## config.mk

```make
export PLATFORM = sky130hd
export DESIGN_NAME = drive_profile_master_sequencer_core
export DESIGN_NICKNAME = d
export VERILOG_FILES = /design/src/hw/rtl/dpms_pkg.sv /design/src/hw/rtl/drive_profile_master_sequencer_core.sv
export SDC_FILE = /design/constraint.sdc
export NUM_CORES = 1
export LEC_CHECK = 0
export BUFFER_PORTS_ARGS = -buffer_cell sky130_fd_sc_hd__buf_4
export CAP_MARGIN = 20
export CORE_MARGIN = 3
export CORE_UTILIZATION = 45
export DETAILED_ROUTE_END_ITERATION = 12
export PLACE_DENSITY = 0.67
export SYNTH_ARGS = -nofsm -noshare
export SYNTH_HDL_FRONTEND = slang
export SYNTH_SLANG_ARGS = --single-unit
```

## constraint.sdc

```tcl
create_clock -name clk -period 6.9 [get_ports clk]
set_input_delay 0.345 -clock clk [delete_from_list [all_inputs] [get_ports clk]]
set_output_delay 0.345 -clock clk [all_outputs]
set_load 0.02 [all_outputs]
```

## src/hw/rtl/dpms_pkg.sv

```systemverilog
// Package for the drive profile master sequencer: payload structs, step and
// phase encodings, control and status word constants, saturation helpers.
// Depends on nothing; imported by drive_profile_master_sequencer_core.
`default_nettype none

package dpms_pkg;

  localparam int unsigned CFG_INDEX_W = 2;
  localparam int unsigned CFG_DATA_W  = 32;

  localparam logic [CFG_INDEX_W-1:0] REG_POSITION_OFFSET = 2'd0;
  localparam logic [CFG_INDEX_W-1:0] REG_NODE_INDEX      = 2'd1;

  localparam logic [3:0] REQ_CYCLE       = 4'd0;
  localparam logic [3:0] REQ_ENABLE      = 4'd1;
  localparam logic [3:0] REQ_CLEAR_FAULT = 4'd2;
  localparam logic [3:0] REQ_DISABLE     = 4'd3;
  localparam logic [3:0] REQ_TOGGLE_HALT = 4'd4;
  localparam logic [3:0] REQ_HOME        = 4'd5;
  localparam logic [3:0] REQ_TARGET_POS  = 4'd6;
  localparam logic [3:0] REQ_POS_VEL     = 4'd7;
  localparam logic [3:0] REQ_START_POS   = 4'd8;
  localparam logic [3:0] REQ_END_VEL     = 4'd9;
  localparam logic [3:0] REQ_VELOCITY    = 4'd10;

  localparam logic [15:0] SW_STATE_MASK      = 16'h006F;
  localparam logic [15:0] SW_READY_TO_SWITCH = 16'h0021;
  localparam logic [15:0] SW_SWITCHED_ON     = 16'h0023;
  localparam logic [15:0] SW_OP_ENABLED      = 16'h0027;
  localparam logic [15:0] SW_FAULT_ACK       = 16'h0080;
  localparam logic [15:0] SW_TARGET_REACHED  = 16'h0400;
  localparam logic [15:0] SW_SP_ACK          = 16'h1000;

  localparam logic [15:0] CW_SHUTDOWN     = 16'h0006;
  localparam logic [15:0] CW_SWITCH_ON    = 16'h0007;
  localparam logic [15:0] CW_ENABLE_OP    = 16'h000F;
  localparam logic [15:0] CW_NEW_SP       = 16'h0010;
  localparam logic [15:0] CW_IMMEDIATE    = 16'h0020;
  localparam logic [15:0] CW_FAULT_RESET  = 16'h0080;
  localparam logic [15:0] CW_HALT         = 16'h0100;

  localparam logic signed [7:0] MODE_POSITION = 8'sd1;
  localparam logic signed [7:0] MODE_VELOCITY = 8'sd3;
  localparam logic signed [7:0] MODE_HOMING   = 8'sd6;

  localparam logic [14:0] HOME_OFFSET_STEP = 15'd100;

  localparam logic signed [31:0] INT32_MAX = 32'sh7FFF_FFFF;
  localparam logic signed [31:0] INT32_MIN = 32'sh8000_0000;

  typedef enum logic [2:0] {
    ST_NONE       = 3'd0,
    ST_T2         = 3'd1,
    ST_T3         = 3'd2,
    ST_T4         = 3'd3,
    ST_T14        = 3'd4,
    ST_T15        = 3'd5,
    ST_HOME_START = 3'd6,
    ST_HOME_WAIT  = 3'd7
  } step_t;

  typedef enum logic [2:0] {
    PH_NONE      = 3'd0,
    PH_ENABLING  = 3'd1,
    PH_MODE      = 3'd2,
    PH_CLEAR_ACK = 3'd3,
    PH_ACK       = 3'd4
  } phase_t;

  typedef struct packed {
    logic enabling;
    logic enabled;
    logic change_req;
    logic positioning;
    logic homing;
    logic disabling;
    logic clearing;
  } flags_t;

  typedef struct packed {
    step_t       step;
    logic [15:0] cw;
    logic        done;
  } fault_res_t;

  typedef struct packed {
    logic [3:0]         req_type;
    logic [15:0]        status_word;
    logic [7:0]         drive_error;
    logic signed [7:0]  mode_display;
    logic signed [31:0] cmd_value;
    logic signed [31:0] velocity_correction;
  } item_t;

  typedef struct packed {
    logic [15:0]        control_word;
    logic signed [7:0]  mode_request;
    logic signed [31:0] target_velocity_out;
    logic signed [31:0] target_position_out;
    logic [31:0]        profile_velocity_out;
    logic [31:0]        end_velocity_out;
    logic [14:0]        home_offset_out;
    logic               homing_method_write;
    logic               is_enabled;
    logic               target_reached;
    logic signed [31:0] reported_velocity;
  } result_t;

  function automatic logic signed [31:0] sat_s33(logic signed [32:0] v);
    logic signed [31:0] r;
    if (v[32] != v[31]) begin
      r = v[32] ? INT32_MIN : INT32_MAX;
    end else begin
      r = $signed(v[31:0]);
    end
    return r;
  endfunction

  function automatic logic signed [31:0] sat_s38(logic signed [37:0] v);
    logic signed [31:0] r;
    if (v[37:31] != {7{v[31]}}) begin
      r = v[37] ? INT32_MIN : INT32_MAX;
    end else begin
      r = $signed(v[31:0]);
    end
    return r;
  endfunction

  function automatic fault_res_t fault_steps(step_t step, logic [15:0] cw,
                                             logic [15:0] sw);
    fault_res_t r;
    r.step = step;
    r.cw   = cw;
    r.done = 1'b0;
    if (step == ST_T14) begin
      r.cw   = cw | CW_FAULT_RESET;
      r.step = ST_T15;
    end else if (step == ST_T15) begin
      if ((sw & SW_FAULT_ACK) != 16'd0) begin
        r.cw   = cw & ~CW_FAULT_RESET;
        r.step = ST_NONE;
        r.done = 1'b1;
      end else begin
        r.cw = cw | CW_FAULT_RESET;
      end
    end
    return r;
  endfunction

endpackage

`default_nettype wire

```

## src/hw/rtl/drive_profile_master_sequencer_core.sv

```systemverilog
// Drive profile master sequencer: the whole sequencer in one module.
// Depends on dpms_pkg for payload structs, encodings and saturation helpers.
//
// Usage: items enter on item/item_valid/item_ready, one beat per process-data
// cycle or command, and every item gives exactly one result beat on
// result/result_valid/result_ready. Configuration registers are written on
// cfg_index/cfg_data/cfg_valid with cfg_ready always high; index 0 is the
// position offset, index 1 the node index, other indices are ignored.
// Configuration must be written only while no item is in flight; the block
// itself does not enforce this. While result beats are taken, an item can be
// accepted in every cycle: each item updates the sequencer state in one
// pass through the logic between the input register and the result register.
// When the receiver stalls the result register holds its beat and the input
// register still takes one more beat; only then does item_ready fall, and it
// rises again in the cycle the result beat is taken.
// The synchronous reset empties both registers and returns all sequencer
// state and configuration registers to zero.
`default_nettype none

module drive_profile_master_sequencer_core
  import dpms_pkg::*;
(
  input  wire logic                   clk,
  input  wire logic                   rst,
  input  wire item_t                  item,
  input  wire logic                   item_valid,
  output logic                        item_ready,
  output result_t                     result,
  output logic                        result_valid,
  input  wire logic                   result_ready,
  input  wire logic [CFG_INDEX_W-1:0] cfg_index,
  input  wire logic [CFG_DATA_W-1:0]  cfg_data,
  input  wire logic                   cfg_valid,
  output logic                        cfg_ready
);

  logic signed [31:0] position_offset;
  logic [7:0]         node_index;

  logic  s1_valid;
  item_t s1_item;
  logic  adv;

  step_t              pending_step, pending_step_next;
  phase_t             position_phase, position_phase_next;
  flags_t             flags, flags_next;
  logic signed [31:0] own_velocity, own_velocity_next;
  logic signed [31:0] position_copy, position_copy_next;
  logic [31:0]        speed_copy, speed_copy_next;
  logic [15:0]        control_reg, control_reg_next;
  logic signed [7:0]  mode_reg, mode_reg_next;
  logic signed [31:0] sp_tvel, sp_tvel_next;
  logic signed [31:0] sp_tpos, sp_tpos_next;
  logic [31:0]        sp_pvel, sp_pvel_next;
  logic [31:0]        sp_evel, sp_evel_next;
  logic [14:0]        sp_hoff, sp_hoff_next;
  logic               home_write;
  fault_res_t         fr;
  result_t            result_next;

  logic [15:0]        sw;
  logic signed [7:0]  md;
  logic signed [37:0] vel_scaled;

  assign cfg_ready  = 1'b1;
  assign adv        = s1_valid && (!result_valid || result_ready);
  assign item_ready = !s1_valid || adv;

  assign sw = s1_item.status_word;
  assign md = s1_item.mode_display;
  // Sixty times the command value as a shift-and-subtract.
  assign vel_scaled = (38'(s1_item.cmd_value) <<< 6) - (38'(s1_item.cmd_value) <<< 2);

  always_ff @(posedge clk) begin
    if (rst) begin
      position_offset <= '0;
      node_index      <= '0;
    end else if (cfg_valid && cfg_ready) begin
      unique case (cfg_index)
        REG_POSITION_OFFSET: position_offset <= $signed(cfg_data);
        REG_NODE_INDEX:      node_index      <= cfg_data[7:0];
        default: ;
      endcase
    end
  end

  always_ff @(posedge clk) begin
    if (rst) begin
      s1_valid <= 1'b0;
    end else if (item_ready) begin
      s1_valid <= item_valid;
    end
  end

  always_ff @(posedge clk) begin
    if (item_valid && item_ready) begin
      s1_item <= item;
    end
  end

  // Next state of the sequencer for the item held in the input register.
  always_comb begin
    pending_step_next   = pending_step;
    position_phase_next = position_phase;
    flags_next          = flags;
    own_velocity_next   = own_velocity;
    position_copy_next  = position_copy;
    speed_copy_next     = speed_copy;
    control_reg_next    = control_reg;
    mode_reg_next       = mode_reg;
    sp_tvel_next        = sp_tvel;
    sp_tpos_next        = sp_tpos;
    sp_pvel_next        = sp_pvel;
    sp_evel_next        = sp_evel;
    sp_hoff_next        = sp_hoff;
    home_write          = 1'b0;
    fr                  = '0;

    unique case (s1_item.req_type)
      REQ_CYCLE: begin
        if (flags.disabling) begin
          control_reg_next    = '0;
          flags_next.enabled  = 1'b0;
          flags_next.enabling = 1'b0;
          pending_step_next   = ST_NONE;
          own_velocity_next   = '0;
        end else if (s1_item.drive_error != 8'd0) begin
          fr                = fault_steps(pending_step, control_reg, sw);
          pending_step_next = fr.step;
          control_reg_next  = fr.cw;
          if (fr.done) begin
            flags_next.clearing = 1'b0;
          end
        end else begin
          if (flags.change_req && !flags.positioning) begin
            flags_next.change_req = 1'b0;
            if (!flags.enabled) begin
              pending_step_next   = ST_T2;
              flags_next.enabling = 1'b1;
            end
            mode_reg_next          = MODE_POSITION;
            control_reg_next       = control_reg_next & ~CW_HALT;
            flags_next.positioning = 1'b1;
            position_phase_next    = PH_ENABLING;
          end
          unique case (pending_step_next) inside
            ST_T2: begin
              control_reg_next  = CW_SHUTDOWN;
              pending_step_next = ST_T3;
            end
            ST_T3: begin
              if ((sw & SW_STATE_MASK) == SW_READY_TO_SWITCH) begin
                control_reg_next  = CW_SWITCH_ON;
                pending_step_next = ST_T4;
              end
            end
            ST_T4: begin
              if ((sw & SW_STATE_MASK) == SW_SWITCHED_ON) begin
                control_reg_next  = CW_ENABLE_OP;
                pending_step_next = ST_NONE;
              end
            end
            ST_T14, ST_T15: begin
              fr                = fault_steps(pending_step_next, control_reg_next, sw);
              pending_step_next = fr.step;
              control_reg_next  = fr.cw;
              if (fr.done) begin
                flags_next.clearing = 1'b0;
              end
            end
            ST_HOME_START: begin
              if (md == MODE_HOMING) begin
                control_reg_next  = control_reg_next | CW_NEW_SP;
                pending_step_next = ST_HOME_WAIT;
              end
            end
            ST_HOME_WAIT: begin
              if ((sw & SW_SP_ACK) != 16'd0) begin
                flags_next.homing = 1'b0;
                pending_step_next = ST_NONE;
                mode_reg_next     = MODE_VELOCITY;
              end
            end
            default: ;
          endcase
          if ((sw & SW_STATE_MASK) == SW_OP_ENABLED) begin
            flags_next.enabled  = 1'b1;
            flags_next.enabling = 1'b0;
          end
          if (flags_next.enabled && flags_next.homing && pending_step_next == ST_NONE) begin
            pending_step_next = ST_HOME_START;
            home_write        = 1'b1;
            mode_reg_next     = MODE_HOMING;
          end
          if (md == MODE_VELOCITY) begin
            sp_tvel_next = sat_s33(33'(own_velocity) + 33'(s1_item.velocity_correction));
          end
          if (flags_next.positioning && flags_next.enabled) begin
            sp_tpos_next = position_copy;
            sp_pvel_next = speed_copy;
            unique case (position_phase_next)
              PH_ENABLING: begin
                if (md == MODE_POSITION) begin
                  position_phase_next = PH_MODE;
                end else begin
                  mode_reg_next = MODE_POSITION;
                end
              end
              PH_MODE: begin
                control_reg_next    = control_reg_next & ~CW_NEW_SP;
                position_phase_next = PH_CLEAR_ACK;
              end
              PH_CLEAR_ACK: begin
                if ((sw & SW_SP_ACK) == 16'd0) begin
                  control_reg_next    = control_reg_next | CW_NEW_SP | CW_IMMEDIATE;
                  position_phase_next = PH_ACK;
                end
              end
              PH_ACK: begin
                if ((sw & SW_SP_ACK) != 16'd0) begin
                  control_reg_next       = control_reg_next & ~(CW_NEW_SP | CW_IMMEDIATE);
                  position_phase_next    = PH_NONE;
                  flags_next.positioning = 1'b0;
                end
              end
              default: ;
            endcase
          end
        end
      end
      REQ_ENABLE: begin
        if (!flags.enabling) begin
          if ((sw & SW_STATE_MASK) != SW_OP_ENABLED) begin
            flags_next.enabled = 1'b0;
          end
          if (!flags_next.enabled) begin
            flags_next.enabling = 1'b1;
            pending_step_next   = ST_T2;
            mode_reg_next       = MODE_VELOCITY;
          end
        end
      end
      REQ_CLEAR_FAULT: begin
        if (!flags.clearing && pending_step == ST_NONE &&
            (s1_item.drive_error != 8'd0 || (sw & SW_FAULT_ACK) != 16'd0)) begin
          flags_next.clearing = 1'b1;
          pending_step_next   = ST_T14;
        end
      end
      REQ_DISABLE: begin
        flags_next.disabling = 1'b1;
        if (flags.enabled) begin
          control_reg_next    = '0;
          flags_next.enabled  = 1'b0;
          flags_next.enabling = 1'b0;
          pending_step_next   = ST_NONE;
          own_velocity_next   = '0;
        end
      end
      REQ_TOGGLE_HALT: begin
        control_reg_next = control_reg ^ CW_HALT;
      end
      REQ_HOME: begin
        flags_next.homing = 1'b1;
        mode_reg_next     = MODE_POSITION;
        pending_step_next = ST_T2;
        sp_hoff_next      = 15'((15'(node_index) + 15'd1) * HOME_OFFSET_STEP);
        sp_tpos_next      = '0;
      end
      REQ_TARGET_POS: begin
        position_copy_next = sat_s33(33'(s1_item.cmd_value) - 33'(position_offset));
      end
      REQ_POS_VEL: begin
        speed_copy_next = s1_item.cmd_value;
      end
      REQ_START_POS: begin
        flags_next.change_req = 1'b1;
      end
      REQ_END_VEL: begin
        control_reg_next = control_reg & ~CW_NEW_SP;
        sp_evel_next     = s1_item.cmd_value;
      end
      REQ_VELOCITY: begin
        own_velocity_next = sat_s38(vel_scaled);
      end
      default: ;
    endcase
  end

  // Result beat built from the updated state.
  always_comb begin
    result_next.control_word         = control_reg_next;
    result_next.mode_request         = mode_reg_next;
    result_next.target_velocity_out  = sp_tvel_next;
    result_next.target_position_out  = sp_tpos_next;
    result_next.profile_velocity_out = sp_pvel_next;
    result_next.end_velocity_out     = sp_evel_next;
    result_next.home_offset_out      = sp_hoff_next;
    result_next.homing_method_write  = home_write;
    result_next.is_enabled           = flags_next.enabled;
    result_next.target_reached       = !flags_next.positioning && md == MODE_POSITION &&
                                       (sw & SW_TARGET_REACHED) != 16'd0;
    result_next.reported_velocity    = ((control_reg_next & CW_HALT) != 16'd0) ?
                                       32'sd0 : own_velocity_next;
  end

  always_ff @(posedge clk) begin
    if (rst) begin
      pending_step   <= ST_NONE;
      position_phase <= PH_NONE;
      flags          <= '0;
      own_velocity   <= '0;
      position_copy  <= '0;
      speed_copy     <= '0;
      control_reg    <= '0;
      mode_reg       <= '0;
      sp_tvel        <= '0;
      sp_tpos        <= '0;
      sp_pvel        <= '0;
      sp_evel        <= '0;
      sp_hoff        <= '0;
    end else if (adv) begin
      pending_step   <= pending_step_next;
      position_phase <= position_phase_next;
      flags          <= flags_next;
      own_velocity   <= own_velocity_next;
      position_copy  <= position_copy_next;
      speed_copy     <= speed_copy_next;
      control_reg    <= control_reg_next;
      mode_reg       <= mode_reg_next;
      sp_tvel        <= sp_tvel_next;
      sp_tpos        <= sp_tpos_next;
      sp_pvel        <= sp_pvel_next;
      sp_evel        <= sp_evel_next;
      sp_hoff        <= sp_hoff_next;
    end
  end

  always_ff @(posedge clk) begin
    if (rst) begin
      result_valid <= 1'b0;
    end else if (adv) begin
      result_valid <= 1'b1;
    end else if (result_ready) begin
      result_valid <= 1'b0;
    end
  end

  always_ff @(posedge clk) begin
    if (adv) begin
      result <= result_next;
    end
  end

  // Once a disable command has been taken, nothing but reset releases it.
  a_disable_latched: assert property (@(posedge clk) disable iff (rst)
    flags.disabling |=> flags.disabling)
    else $error("disable latch released");

  // The fault acknowledge steps are only ever entered through a clear request.
  a_clearing_steps: assert property (@(posedge clk) disable iff (rst)
    (pending_step == ST_T14 || pending_step == ST_T15) |-> flags.clearing)
    else $error("fault acknowledge step without clearing flag");

  // A result beat with the halt bit set reports zero velocity.
  a_halt_velocity: assert property (@(posedge clk) disable iff (rst)
    (result_valid && (result.control_word & CW_HALT) != 16'd0) |->
      result.reported_velocity == 32'sd0)
    else $error("velocity reported while halted");

  // A held input beat is neither lost nor altered while the result side stalls.
  a_input_hold: assert property (@(posedge clk) disable iff (rst)
    (s1_valid && !adv) |=> (s1_valid && $stable(s1_item)))
    else $error("input register changed while stalled");

endmodule

`default_nettype wire
```

==> results.sh <==
export IMPL_status="complete, no violations"
export IMPL_clock_path_buffers=3
export IMPL_die_y_microns=264
export IMPL_path_clk_slew_ps=60
export IMPL_dieArea_sq_um=69900
export IMPL_ir_worst_vdd_uv=214
export IMPL_pwr_density_cell_nw_per_um2=240
export IMPL_path_class="flip-flop to flip-flop"
export IMPL_fin_skew_ps=19.3
export IMPL_ys_top_cells_by_count="492 x nand2_1, 388 x nor2_1, 327 x a21oi_1"
export IMPL_hold_worst_slack_ps=51.8
export IMPL_wl_per_cell_microns=19.2
export IMPL_synthArstFlopShare_pct=0
export IMPL_cts_root_buf="clkbuf_16"
export IMPL_drt_iter0_drc=2271
export IMPL_vias=25300
export IMPL_io_pins=344
export IMPL_regMostFlops="result"
export IMPL_finalSetupViolations=0
export IMPL_grt_antenna_before_repair=1
export IMPL_tritoncts="done"
export IMPL_netlist_area_leader_share_pct=29.5
export IMPL_cp_top_family="compound AO/OA/AOI/OAI gates"
export IMPL_ys_top_cells_by_area="edfxtp_1 29%, dfxtp_1 21%, nand2_1 6.1%, a21oi_1 5.4%, ha_1 5.2%"
export IMPL_rsz0062_at_grt="no"
export IMPL_cap_violations=0
export IMPL_start_util_pct=45.5
export IMPL_timing_critical_path_slowest_stage_cell="edfxtp_1"
export IMPL_post_drt_via_cell_ratio=5.52
export IMPL_grt_start_max_net_pins=176
export IMPL_post_cts_buffers=0
export IMPL_worstPathArrival_ps=4980
export IMPL_fin_crit_sh_pct=65.9
export IMPL_synth_largest_area_cell="edfxtp_1"
export IMPL_hp_class="primary input to flip-flop"
export IMPL_worstPathCellList="ha_1, a21o_1, a31oi_1, o22ai_2, o21ai_2, o31a_2, nand4_1, o41ai_2, nand3_2, or2_1, o21ai_0"
export IMPL_leakage_nw=14.5
export IMPL_reg_top3="result: 202 flops, s1_item: 76 flops"
export IMPL_syn_area_sq_um=30100
export IMPL_ff_latch_area_sq_um=15200
export IMPL_core_area_sq_um=66000
export IMPL_synthCells=3291
export IMPL_tns_ps=0
export IMPL_area_growth_pct=21.7
export IMPL_htreeDepth=3
export IMPL_yosys_warnings=0
export IMPL_ant_nets=0
export IMPL_path_buf_inv=0
export IMPL_relSlewSlack_pct=27.5
export IMPL_numClockSinks=613
export IMPL_final_nets=3934
export IMPL_diodes=0
export IMPL_multiInputGateArea_sq_um=13700
export IMPL_dr_pass1_iters=6
export IMPL_cts_buffers=67
export IMPL_place_hpwl_microns=60100
export IMPL_cp_end_kind="flip-flop"
export IMPL_port_buffers=335
export IMPL_synth_seq_cells=613
export IMPL_grt_first_pass_wirelength_microns=135000
export IMPL_cp_start_kind="flip-flop"
export IMPL_hold_viol_final=0
export IMPL_period_needed_ps=4550
export IMPL_avgSynthCellArea_sq_um=9.13
export IMPL_dieWidth_microns=264
export IMPL_slowest_delay_ps=640
export IMPL_place_gp_congestion=0.912
export IMPL_tightestPinTransition_ps=1090
export IMPL_fillerInstances=5856
export IMPL_track_usage_pct=24.4
export IMPL_max_freq_mhz=220
export IMPL_routed_wl_microns=88100
export IMPL_crit_fanout=19
export IMPL_yosysUniqueCellTypes=93
export IMPL_synth_most_common_cell="nand2_1"
export IMPL_grt_pass1_vias=23800
export IMPL_maxSlewViolCount=0
export IMPL_grt_ovfl_total=0
export IMPL_largest_reg_flops=202
export IMPL_ys_seq_area_share_pct=50.7
export IMPL_syn_nets=3560
export IMPL_insertion_delay_ps=620
export IMPL_worstPathRequired_ps=7340
export IMPL_row_count=94
export IMPL_synth_edf_count=295
export IMPL_drive_gt1_share_pct=14.6
export IMPL_drcViolationCount=0
export IMPL_ys_flop_type="dfxtp_1"
[metal layers]
metal	up-vias	track usage (%)	wire length, microns
met5	-	0	0
met4	0	7.54	2620
met3	132	3.23	4990
met2	801	40.9	42200
met1	12000	33.0	38300
li1	12300	-	-
[repair_timing]
item / 4_1_cts / 5_1_grt
endpoints found under the setup margin: 0 / 0
hold buffers: 126 / 0
endpoints found under the hold margin: 134 / 0
gates resized for setup: 0 / 0
[worst reg2reg max path, stage by stage (launching register included)]
cell      delay, ps
edfxtp_1        640
ha_1            470
a21o_1          200
a31oi_1         370
o22ai_2         160
o21ai_2         310
o31a_2          250
nand4_1         160
o41ai_2         530
nand3_2         350
or2_1           610
o21ai_0         320
[where the power goes]
group          switching [mW]  internal [mW]
logic                   0.709          0.474
clock network            1.52           1.99
registers               0.124           3.98
[cell families (layout without fill, tap and decap cells)]
kind of cell / after synthesis / count (layout) / synth area share (%)
xor gates and xnor gates: 99 / 99 / 2.89
DFF: 613 / 613 / 50.7
other: 1 / 1 / 0.0125
AOI/OAI and AO/OA: 823 / 823 / 16.4
muxes: 50 / 50 / 1.81
buffers and inverters: 299 / 725 / 3.90
and+or+nand+nor: 1273 / 1273 / 18.6
adders and majority gates: 133 / 133 / 5.66
[layout make-up]
type | instances | area share (%)
flip-flops and latches | 613 | 41.6
repair buffers | 483 | 10.8
well taps | 864 | 2.95
clock inverters | 25 | 0.749
inverters | 121 | 1.26
clock buffers | 96 | 5.08
multi-input cells | 2379 | 37.5
[worst paths after layout]
| path | startpoint | to | slack (ps) | cells past startpoint |
|---|---|---|---|---|
| setup / recovery | s1_item[34] | result[7] | 2350 | 11 |
| hold / removal | result_ready | result_valid | 50 | 4 |
| setup reg to reg | s1_item[34] | result[7] | 2350 | 11 |
| hold reg to reg | control_reg[14] | control_reg[14] | 450 | 1 |
[metrics by stage]
stage	cell area, sq um	std cells	total power, mW	utilization (%)	worst slack (ps)
after global placement	33200	4333	5.28	50.3	2490
after floorplan	30100	3291	4.89	-	2780
after CTS	36600	4581	8.84	55.5	2390
after global routing	36600	4581	9.13	55.5	2140
after detailed placement	33200	4334	5.29	50.3	2400
final	36600	4581	8.79	55.5	2350
[cells in the final DEF (no fill, tap or decap), types with 9 or more instances in the layout]
master	netlist	final
nand2_1	492	490
nor2_1	388	386
buf_4	2	354
a21oi_1	327	327
dfxtp_1	318	318
edfxtp_1	295	295
o21ai_0	224	224
nor3_1	141	138
dlygate4sd3_1	0	126
ha_1	124	124
inv_1	120	120
clkbuf_16	0	69
nand3_1	68	68
xnor2_1	64	64
a21o_1	40	40
xor2_1	35	35
mux2_2	35	35
nor2b_1	35	34
a211oi_1	34	34
o21a_1	30	30
and2_1	29	27
clkbuf_1	146	24
nand2b_1	22	21
o21bai_1	20	20
or3_1	17	17
a31oi_1	16	16
mux2i_1	15	15
o21ai_1	14	14
nand4_1	14	14
and3_1	13	13
o31ai_1	11	11
nor4_1	10	10
o211ai_1	10	10
or2_2	10	10
a22oi_1	9	9
No activity file was read; power rests on OpenSTA's default activity.
